### config.mk
export PLATFORM = sky130hd
export DESIGN_NAME = proof_nonce_bit_unpacker_flat
export DESIGN_NICKNAME = d
export VERILOG_FILES = /design/src/hdl/pnbu_pkg.sv /design/src/hdl/pnbu_in_if.sv /design/src/hdl/pnbu_out_if.sv /design/src/hdl/pnbu_front.sv /design/src/hdl/pnbu_back.sv /design/src/hdl/proof_nonce_bit_unpacker.sv /design/src/flat_wrapper.sv
export VERILOG_INCLUDE_DIRS = /design/src /design/src/hdl
export SDC_FILE = /design/constraint.sdc
export NUM_CORES = 1
export LEC_CHECK = 0
export ABC_AREA = 1
export BUFFER_PORTS_ARGS = -buffer_cell sky130_fd_sc_hd__buf_2
export CAP_MARGIN = 15
export CORE_UTILIZATION = 54
export CTS_CLUSTER_DIAMETER = 150
export DETAILED_ROUTE_END_ITERATION = 10
export PLACE_DENSITY = 0.76
export SLEW_MARGIN = 20
export SYNTH_ARGS = -nofsm -noshare
export SYNTH_HDL_FRONTEND = slang
export SYNTH_SLANG_ARGS = --single-unit
### constraint.sdc
create_clock -name i_clk -period 4.19 [get_ports i_clk]
set_clock_uncertainty 0.05 [all_clocks]
set_input_delay 0.6285 -clock i_clk [delete_from_list [all_inputs] [get_ports i_clk]]
set_output_delay 0.6285 -clock i_clk [all_outputs]
set_load 0.01 [all_outputs]
### src/hdl/proof_nonce_bit_unpacker_defines.svh
// Assertion helpers for the file that checks its own logic.
// The sampling clock is i_clk and the checks are off while i_rst_n is low.
`ifndef PROOF_NONCE_BIT_UNPACKER_DEFINES_SVH
`define PROOF_NONCE_BIT_UNPACKER_DEFINES_SVH

// Consequent must hold in the same cycle as the antecedent.
`define PNBU_ASSERT_SAME(name, ante, cons, msg) \
    name: assert property (@(posedge i_clk) disable iff (!i_rst_n) (ante) |-> (cons)) \
        else $error(msg);

// Consequent must hold in the cycle after the antecedent.
`define PNBU_ASSERT_NEXT(name, ante, cons, msg) \
    name: assert property (@(posedge i_clk) disable iff (!i_rst_n) (ante) |=> (cons)) \
        else $error(msg);

`endif

### src/hdl/pnbu_pkg.sv
package pnbu_pkg;

    localparam int unsigned BYTE_W         = 8;
    localparam int unsigned NONCE_W        = 63;
    localparam int unsigned IDX_W          = 6;
    localparam int unsigned WIDTH_W        = 6;
    localparam int unsigned PROOF_SIZE_DEF = 42;

    // Queue between the front and the back; a power of two.
    localparam int unsigned QUEUE_DEPTH = 4;
    localparam int unsigned QPTR_W      = $clog2(QUEUE_DEPTH);
    localparam int unsigned QCNT_W      = QPTR_W + 1;

    typedef enum logic [1:0] {
        KIND_DATA      = 2'd0,
        KIND_START_OK  = 2'd1,
        KIND_START_BAD = 2'd2
    } t_kind;

    typedef struct packed {
        t_kind              kind;
        logic [BYTE_W-1:0]  data;
    } t_entry;

    typedef enum logic [1:0] {
        PHASE_IDLE    = 2'd0,
        PHASE_COLLECT = 2'd1,
        PHASE_DONE    = 2'd2
    } t_phase;

endpackage

### src/hdl/pnbu_in_if.sv
interface pnbu_in_if import pnbu_pkg::*; ();
    logic              valid;
    logic              ready;
    logic [BYTE_W-1:0] data_byte;
    logic              start_req;

    modport source (output valid, output data_byte, output start_req, input ready);
    modport sink   (input valid, input data_byte, input start_req, output ready);
endinterface

### src/hdl/pnbu_out_if.sv
interface pnbu_out_if import pnbu_pkg::*; ();
    logic               valid;
    logic               ready;
    logic [NONCE_W-1:0] nonce;
    logic [IDX_W-1:0]   nonce_index;
    logic               last;
    logic               error;

    modport source (output valid, output nonce, output nonce_index, output last,
                    output error, input ready);
    modport sink   (input valid, input nonce, input nonce_index, input last,
                    input error, output ready);
endinterface

### src/hdl/pnbu_front.sv
module pnbu_front import pnbu_pkg::*; (
    input  logic       i_clk,
    input  logic       i_rst_n,
    pnbu_in_if.sink    i_in,
    input  logic       i_pop,
    output logic       o_head_valid,
    output t_entry     o_head
);

    t_entry            r_mem [QUEUE_DEPTH];
    logic [QPTR_W-1:0] r_wr_ptr;
    logic [QPTR_W-1:0] r_rd_ptr;
    logic [QCNT_W-1:0] r_count;
    logic [QCNT_W-1:0] n_count;
    logic              w_push;
    logic              w_pop;
    logic              w_bad_width;
    t_entry            w_entry;

    // A header is bad when its width is zero or does not fit in six bits.
    assign w_bad_width = (i_in.data_byte == '0) || (i_in.data_byte[BYTE_W-1:WIDTH_W] != '0);

    always_comb begin
        w_entry.data = i_in.data_byte;
        if (!i_in.start_req) begin
            w_entry.kind = KIND_DATA;
        end else if (w_bad_width) begin
            w_entry.kind = KIND_START_BAD;
        end else begin
            w_entry.kind = KIND_START_OK;
        end
    end

    assign i_in.ready   = (r_count != QCNT_W'(QUEUE_DEPTH));
    assign w_push       = i_in.valid && i_in.ready;
    assign o_head_valid = (r_count != '0);
    assign o_head       = r_mem[r_rd_ptr];
    assign w_pop        = i_pop && o_head_valid;

    always_comb begin
        n_count = r_count;
        if (w_push && !w_pop) begin
            n_count = r_count + QCNT_W'(1);
        end else if (!w_push && w_pop) begin
            n_count = r_count - QCNT_W'(1);
        end
    end

    always_ff @(posedge i_clk) begin
        if (w_push) begin
            r_mem[r_wr_ptr] <= w_entry;
        end
    end

    always_ff @(posedge i_clk) begin
        if (!i_rst_n) begin
            r_wr_ptr <= '0;
            r_rd_ptr <= '0;
            r_count  <= '0;
        end else begin
            if (w_push) begin
                r_wr_ptr <= r_wr_ptr + QPTR_W'(1);
            end
            if (w_pop) begin
                r_rd_ptr <= r_rd_ptr + QPTR_W'(1);
            end
            r_count <= n_count;
        end
    end

endmodule

### src/hdl/pnbu_back.sv
module pnbu_back import pnbu_pkg::*; #(
    parameter int unsigned PROOF_SIZE = PROOF_SIZE_DEF
) (
    input  logic       i_clk,
    input  logic       i_rst_n,
    input  logic       i_head_valid,
    input  t_entry     i_head,
    output logic       o_pop,
    pnbu_out_if.source o_out
);

    t_phase             r_phase;
    t_phase             n_phase;
    logic [WIDTH_W-1:0] r_width;
    logic [WIDTH_W-1:0] n_width;
    logic [NONCE_W-1:0] r_partial;
    logic [NONCE_W-1:0] n_partial;
    logic [WIDTH_W-1:0] r_gathered;
    logic [WIDTH_W-1:0] n_gathered;
    logic [IDX_W-1:0]   r_done;
    logic [IDX_W-1:0]   n_done;
    logic [2:0]         r_pos;
    logic [2:0]         n_pos;

    logic               r_out_valid;
    logic               n_out_valid;
    logic [NONCE_W-1:0] r_nonce;
    logic [NONCE_W-1:0] n_nonce;
    logic [IDX_W-1:0]   r_index;
    logic [IDX_W-1:0]   n_index;
    logic               r_last;
    logic               n_last;
    logic               r_error;
    logic               n_error;

    logic               w_slot_free;
    logic               w_collect;
    logic [3:0]         w_avail;
    logic [WIDTH_W-1:0] w_need;
    logic               w_fits;
    logic [3:0]         w_take;
    logic [8:0]         w_mask;
    logic [BYTE_W-1:0]  w_bits;
    logic [NONCE_W-1:0] w_merged;
    logic [3:0]         w_pos_sum;
    logic               w_is_last;
    logic               w_emit_data;
    logic               w_emit_bad;
    logic               w_go;

    // Bits of the head byte still to be consumed, and bits the nonce still needs.
    assign w_slot_free = !r_out_valid || o_out.ready;
    assign w_collect   = (r_phase == PHASE_COLLECT);
    assign w_avail     = 4'd8 - {1'b0, r_pos};
    assign w_need      = r_width - r_gathered;
    assign w_fits      = (w_need <= {2'b00, w_avail});
    assign w_take      = w_fits ? w_need[3:0] : w_avail;
    assign w_mask      = (9'd1 << w_take) - 9'd1;
    assign w_bits      = (i_head.data >> r_pos) & w_mask[BYTE_W-1:0];
    assign w_merged    = r_partial | ({{(NONCE_W-BYTE_W){1'b0}}, w_bits} << r_gathered);
    assign w_pos_sum   = {1'b0, r_pos} + w_need[3:0];
    assign w_is_last   = ({1'b0, r_done} + 7'd1) >= 7'(PROOF_SIZE);

    assign w_emit_data = i_head_valid && (i_head.kind == KIND_DATA) && w_collect && w_fits;
    assign w_emit_bad  = i_head_valid && (i_head.kind == KIND_START_BAD);
    assign w_go        = i_head_valid && (w_slot_free || !(w_emit_data || w_emit_bad));

    always_comb begin
        n_phase = r_phase;
        if (w_go) begin
            case (i_head.kind)
                KIND_START_OK:  n_phase = PHASE_COLLECT;
                KIND_START_BAD: n_phase = PHASE_IDLE;
                KIND_DATA: begin
                    if (w_emit_data && w_is_last) begin
                        n_phase = PHASE_DONE;
                    end
                end
                default:        n_phase = r_phase;
            endcase
        end
    end

    always_comb begin
        n_width    = r_width;
        n_partial  = r_partial;
        n_gathered = r_gathered;
        n_done     = r_done;
        n_pos      = r_pos;
        o_pop      = 1'b0;
        if (w_go) begin
            case (i_head.kind)
                KIND_START_OK: begin
                    n_width    = i_head.data[WIDTH_W-1:0];
                    n_partial  = '0;
                    n_gathered = '0;
                    n_done     = '0;
                    n_pos      = '0;
                    o_pop      = 1'b1;
                end
                KIND_START_BAD: begin
                    n_partial  = '0;
                    n_gathered = '0;
                    n_done     = '0;
                    n_pos      = '0;
                    o_pop      = 1'b1;
                end
                KIND_DATA: begin
                    if (!w_collect) begin
                        n_pos = '0;
                        o_pop = 1'b1;
                    end else if (!w_fits) begin
                        // The rest of the byte goes into the partial nonce.
                        n_partial  = w_merged;
                        n_gathered = r_gathered + WIDTH_W'(w_avail);
                        n_pos      = '0;
                        o_pop      = 1'b1;
                    end else begin
                        n_partial  = '0;
                        n_gathered = '0;
                        n_done     = r_done + IDX_W'(1);
                        if (w_is_last || (w_pos_sum == 4'd8)) begin
                            n_pos = '0;
                            o_pop = 1'b1;
                        end else begin
                            n_pos = w_pos_sum[2:0];
                        end
                    end
                end
                default: begin
                    o_pop = 1'b1;
                end
            endcase
        end
    end

    always_comb begin
        n_out_valid = r_out_valid && !o_out.ready;
        n_nonce     = r_nonce;
        n_index     = r_index;
        n_last      = r_last;
        n_error     = r_error;
        if (w_go && w_emit_bad) begin
            n_out_valid = 1'b1;
            n_nonce     = '0;
            n_index     = '0;
            n_last      = 1'b1;
            n_error     = 1'b1;
        end else if (w_go && w_emit_data) begin
            n_out_valid = 1'b1;
            n_nonce     = w_merged;
            n_index     = r_done;
            n_last      = w_is_last;
            n_error     = 1'b0;
        end
    end

    always_ff @(posedge i_clk) begin
        if (!i_rst_n) begin
            r_phase     <= PHASE_IDLE;
            r_width     <= '0;
            r_partial   <= '0;
            r_gathered  <= '0;
            r_done      <= '0;
            r_pos       <= '0;
            r_out_valid <= 1'b0;
        end else begin
            r_phase     <= n_phase;
            r_width     <= n_width;
            r_partial   <= n_partial;
            r_gathered  <= n_gathered;
            r_done      <= n_done;
            r_pos       <= n_pos;
            r_out_valid <= n_out_valid;
        end
    end

    always_ff @(posedge i_clk) begin
        r_nonce <= n_nonce;
        r_index <= n_index;
        r_last  <= n_last;
        r_error <= n_error;
    end

    assign o_out.valid       = r_out_valid;
    assign o_out.nonce       = r_nonce;
    assign o_out.nonce_index = r_index;
    assign o_out.last        = r_last;
    assign o_out.error       = r_error;

endmodule

### src/hdl/proof_nonce_bit_unpacker.sv
// Proof nonce unpacker. Serialized proof words arrive on i_in, one byte per
// word: a word with start_req set is a header holding the nonce width, and the
// words after it are data read least significant bit first. Each time the
// width is reached a nonce leaves on o_out with its index in the proof; the
// nonce numbered PROOF_SIZE-1 carries last, and later bits and data words are
// dropped until the next header. A header of width 0 or above 63 yields one
// word with error and last set and nonce zero, after which data is dropped.
// The word completing a result is held in a queue register, and the result
// is then held in the output register that drives o_out.
// The back end does one step per cycle unless o_out stalls. A header, an
// ignored word or a data word that completes no nonce is one step. A data
// word that completes k nonces takes k steps, plus one when bits are left
// over for the next nonce. Words flow one per cycle while each word is a
// single step and o_out does not stall; a word ending a nonce mid-byte takes
// an extra step, and the four-word queue absorbs this until it fills.
// Reset (synchronous, active low) empties the queue, drops any pending result
// and returns to the idle phase, so data before the first header is dropped.
// When the receiver stalls, the result holds in the output register, the back
// end stops at its next nonce, and the queue keeps i_in ready until it fills.
module proof_nonce_bit_unpacker import pnbu_pkg::*; #(
    parameter int unsigned PROOF_SIZE = PROOF_SIZE_DEF
) (
    input  logic       i_clk,
    input  logic       i_rst_n,
    pnbu_in_if.sink    i_in,
    pnbu_out_if.source o_out
);

`include "proof_nonce_bit_unpacker_defines.svh"

    // Front end classifies each word and holds it in a short queue; the back
    // end walks the queued bytes and runs the nonce assembly.
    logic   w_head_valid;
    t_entry w_head;
    logic   w_pop;

    pnbu_front u_front (
        .i_clk        (i_clk),
        .i_rst_n      (i_rst_n),
        .i_in         (i_in),
        .i_pop        (w_pop),
        .o_head_valid (w_head_valid),
        .o_head       (w_head)
    );

    pnbu_back #(
        .PROOF_SIZE (PROOF_SIZE)
    ) u_back (
        .i_clk        (i_clk),
        .i_rst_n      (i_rst_n),
        .i_head_valid (w_head_valid),
        .i_head       (w_head),
        .o_pop        (w_pop),
        .o_out        (o_out)
    );

    // An error result carries no nonce and always closes the proof.
    `PNBU_ASSERT_SAME(a_error_shape, o_out.valid && o_out.error,
        o_out.last && (o_out.nonce == '0) && (o_out.nonce_index == '0),
        "error result with nonzero payload or without last")

    // Nonce indexes never run past the proof size.
    `PNBU_ASSERT_SAME(a_index_range, o_out.valid && !o_out.error,
        ({1'b0, o_out.nonce_index} < 7'(PROOF_SIZE)), "nonce index beyond proof size")

    // The last mark of a good proof sits exactly on its final nonce.
    `PNBU_ASSERT_SAME(a_last_index, o_out.valid && !o_out.error,
        o_out.last == ({1'b0, o_out.nonce_index} == 7'(PROOF_SIZE - 1)),
        "last mark not on final nonce")

    // Nothing is popped from an empty queue.
    `PNBU_ASSERT_SAME(a_pop_nonempty, w_pop, w_head_valid, "pop from empty queue")

endmodule

### src/flat_wrapper.sv
// flat-port wrapper written by rule: the top's interface ports become plain ports
module proof_nonce_bit_unpacker_flat import pnbu_pkg::*;
#(
    parameter int unsigned PROOF_SIZE = PROOF_SIZE_DEF
)
  (i_clk, i_rst_n, i_in_valid, i_in_data_byte, i_in_start_req, i_in_ready, o_out_valid, o_out_nonce, o_out_nonce_index, o_out_last, o_out_error, o_out_ready);
  pnbu_in_if i_in_i ();
  pnbu_out_if o_out_i ();
  input  logic i_clk;
  input  logic i_rst_n;
  input wire logic [$bits(i_in_i.valid)-1:0] i_in_valid;
  input wire logic [$bits(i_in_i.data_byte)-1:0] i_in_data_byte;
  input wire logic [$bits(i_in_i.start_req)-1:0] i_in_start_req;
  output wire logic [$bits(i_in_i.ready)-1:0] i_in_ready;
  output wire logic [$bits(o_out_i.valid)-1:0] o_out_valid;
  output wire logic [$bits(o_out_i.nonce)-1:0] o_out_nonce;
  output wire logic [$bits(o_out_i.nonce_index)-1:0] o_out_nonce_index;
  output wire logic [$bits(o_out_i.last)-1:0] o_out_last;
  output wire logic [$bits(o_out_i.error)-1:0] o_out_error;
  input wire logic [$bits(o_out_i.ready)-1:0] o_out_ready;
  assign i_in_i.valid = i_in_valid;
  assign i_in_i.data_byte = i_in_data_byte;
  assign i_in_i.start_req = i_in_start_req;
  assign i_in_ready = i_in_i.ready;
  assign o_out_valid = o_out_i.valid;
  assign o_out_nonce = o_out_i.nonce;
  assign o_out_nonce_index = o_out_i.nonce_index;
  assign o_out_last = o_out_i.last;
  assign o_out_error = o_out_i.error;
  assign o_out_i.ready = o_out_ready;
  proof_nonce_bit_unpacker #(.PROOF_SIZE(PROOF_SIZE)) u_core (.i_clk(i_clk), .i_rst_n(i_rst_n), .i_in(i_in_i), .o_out(o_out_i));
endmodule
==> out/results.txt <==
Final setup TNS -> 0 ns
Skew-Pair Late Insertion Delay -> 0.52 ns
Count of final setup violators -> 0
Initial core utilization -> 55.6%
Setup CP Type -> register to register
Yosys warning count -> 0
Max Clk Rate -> 241 MHz
Proportion of layout cells with a drive suffix above 1 -> 21.4%
First-pass GRT wire length -> 43300 um
Top cell type's share of synthesized area -> 31.8%
Final count of hold timing violations -> 0
CORE AREA -> 0.0189 mm^2
Mapped Cells -> 1379
Synth Register Bits -> 207
Vias per cell -> 5.56
IO Port Bufs -> 85
CP Launch Type -> register
Post-DP HPWL -> 17900 um
Beginning of the critical path -> u_core.u_back.r_gathered[1]$_SDFFE_PN0P_
Largest net degree at the start of global routing -> 79
End-of-flow core utilization -> 66.3%
R2r startpoint -> u_core.u_back.r_gathered[1]$_SDFFE_PN0P_
Core Rows -> 50
Crit end category -> register
Die Width -> 141 um
Die area -> 0.0200 mm^2
Post-Syn Area -> 0.0105 mm^2
CTS tree -> built
Worst-Margin Slew -> 1.04 ns
Critical path peak fanout -> 6
Global placement routability congestion -> 0.933
Congestion Overflow GR -> 0
Fin Hold WS -> 0.308 ns
Area grow syn2layout -> 19.2%
Slew headroom -> 30.3%
Most used cell, CP -> nand2_2
Vias in the first global route -> 8658
FF-to-FF path depth -> 34
TritonRoute pass-1 iters -> 8
Vias -> 9655
Asr flop ratio synth -> 0%
Top cells by area, synth -> dfxtp_1 32%, edfxtp_1 11%, nand2_1 8.8%, nand3_1 7.7%, inv_1 7.3%
Clk root buf -> clkbuf_16
Iter 0 DRT Violations -> 925
Worst setup margin -> 0.0431 ns
Synth unique cells -> 44
CP Data Required Time -> 4.60 ns
Avg Inst Size Synth -> 7.62 um^2
Post-synth top area cell -> dfxtp_1
Hold Crit Start -> i_in_data_byte[2]
Hold Path Sink -> u_core.u_front.r_mem[0][2]$_DFFE_PP_
Nets -> 1501
Post-Syn Nets -> 1421
Cell with the largest stage delay on the worst path -> dfxtp_2
# diodes -> 0
Worst Hold Depth -> 1
Post-route minimum period -> 4.15 ns
Max Cap Violations -> 0
WL/cell -> 15.8 um
Period utilization -> 99.0%
Seq/Total Area, Yosys -> 43.3%
WL final -> 27400 um
Status -> finished, final reports clean
Clock slew at reported path FFs -> 0.06 ns
Clock sink count -> 207
H-tree levels -> 1
CP arrival -> 4.56 ns
RSZ-0062 raised after global routing -> yes
Slew Limit Fails -> 0
Initial antenna violation count -> 0
Reg2reg end -> u_core.u_back.o_out.nonce[4]$_SDFFE_PP0P_
HP Class -> input port to register
Predominant post-synthesis flop cell -> dfxtp_1
EDFF count, synth -> 40
Post-DRT Antenna Nets -> 0
Crit-path max cell delay -> 0.33 ns
Die Y -> 141 um
GRT Util Overall -> 26.7%
Place WS -> -0.0906 ns
Ports -> 86
CTS max path bufs -> 3
R2R setup slack -> 0.04 ns
Num CTS Buffers -> 22
# DRC -> 0
## cells in the mapped netlist, types with 2 or more instances
cell and instances:
a211oi_1 2, a21oi_1 103, a31oi_1 4, buf_1 17, buf_2 10, buf_4 3, buf_6 7, clkbuf_1 34
clkinv_1 5, dfxtp_1 167, edfxtp_1 40, fa_1 3, ha_1 26, inv_1 204, inv_2 9, inv_4 2
nand2_1 245, nand2_2 6, nand2_4 3, nand3_1 162, nand4_1 52, nor2_1 55, nor2_4 4, nor2_8 2
nor3_1 5, nor4_1 2, o211a_1 3, o211ai_1 6, o21a_1 53, o21ai_0 78, o21ai_1 15, o21ai_2 21
o21bai_1 8, o22ai_1 4, xnor2_1 2, xor2_1 9
## sequential cells by signal (all words and copies together) (netlist names), named ones only
register	count
u_core.u_back.o_out.error	1
u_core.u_back.o_out.valid	1
u_core.u_front.r_wr_ptr	2
u_core.u_back.o_out.last	1
u_core.u_back.r_pos	3
u_core.u_back.o_out.nonce_index	6
u_core.u_front.r_count	3
u_core.u_back.r_done	6
u_core.u_back.r_gathered	6
u_core.u_back.r_partial	63
u_core.u_back.o_out.nonce	63
u_core.u_back.r_phase	2
u_core.u_back.r_width	6
u_core.u_front.r_rd_ptr	2
u_core.u_front.r_mem	40
## repair_timing
action | 4_1_cts | 5_1_grt
hold endpoints to repair | 0 | 0
pin swaps | 3 | 52
gates cloned | 0 | 1
buffers inserted | 0 | 9
setup endpoints to repair | 56 | 130
hold buffers | 0 | 0
resized for setup | 11 | 118
## cells by family after synthesis
logic type / synth area share (%)
and+or+nand+nor: 23.5
buffers and inverters: 11.3
adders and majority gates: 3.67
DFF: 43.3
AOI/OAI and AO/OA: 17.4
xor gates and xnor gates: 0.917
## per-layer routing
| metal | GRT usage, % | part of all wire [%] | wire length (um) |
|---|---|---|---|
| met4 | 8.43 | 3.1 | 839 |
| met5 | 0 | 0 | 0 |
| met3 | 3.85 | 7.0 | 1920 |
| met2 | 42.3 | 45 | 12400 |
| met1 | 37.5 | 45 | 12300 |
## layout make-up
cell class                      count  area [um^2]
Fill cell                        1588         6370
Clock buffer                       29          607
Sequential cell                   207         4550
Timing Repair Buffer              127          815
Clock inverter                     11         90.1
Multi-Input combinational cell    880         5290
Tap cell                          260          325
Inverter                          221          845
## how the worst max path moves through the flow
stage / endpoint / slack [ns] / cells after the start
final: u_core.u_back.o_out.nonce[4]$_SDFFE_PP0P_ / 0.04 / 34
after CTS: u_core.u_back.o_out.nonce[30]$_SDFFE_PP0P_ / 0.02 / 33
after global placement: u_core.u_back.o_out.nonce[1]$_SDFFE_PP0P_ / 0.06 / 30
after global routing: u_core.u_back.o_out.nonce[4]$_SDFFE_PP0P_ / -0.22 / 34
after detailed placement: u_core.u_back.o_out.nonce[53]$_SDFFE_PP0P_ / -0.09 / 32
after floorplan: u_core.u_back.o_out.nonce[53]$_SDFFE_PP0P_ / 0.01 / 31
## worst max-delay path, delay by kind of cell (launching register included)
kind | cells | cell delay, ns
xor+xnor | 1 | 0.19
compound gates | 3 | 0.46
simple gates | 20 | 1.82
flops | 1 | 0.33
buf+inv | 7 | 0.44
fa+ha+maj | 3 | 0.78
## stage by stage
stage | cell area [um^2] | std cells
after floorplan | 10500 | 1379
after global placement | 11200 | 1685
after detailed placement | 11200 | 1685
after CTS | 12000 | 1725
after global routing | 12500 | 1735
final | 12500 | 1735
## layout by cell type (no fill, tap or decap), types with 4 or more instances in the layout
cell type  count
nor2_2         4
o22ai_1        4
o211ai_1       6
nand2_1      213
xor2_1         7
nor2_1        48
nand2_4       18
nor2_4         7
a21oi_1       90
nand3_2       27
dfxtp_1      165
clkinv_2       6
inv_1        195
nand4_1       52
buf_2         85
ha_4           5
o21ai_0       75
inv_2         17
o21a_1        53
o21ai_2       22
buf_4         35
clkinv_1       7
nor3_1         5
o21ai_1       17
edfxtp_1      40
clkbuf_16     23
nand2_2       23
clkbuf_1       4
a21oi_2       11
o21bai_1       8
ha_1          21
nand3_1      133
Power is left out: the tool's default activity adds up to more than one toggle a clock period on the data nets, which glitch-free logic cannot reach.
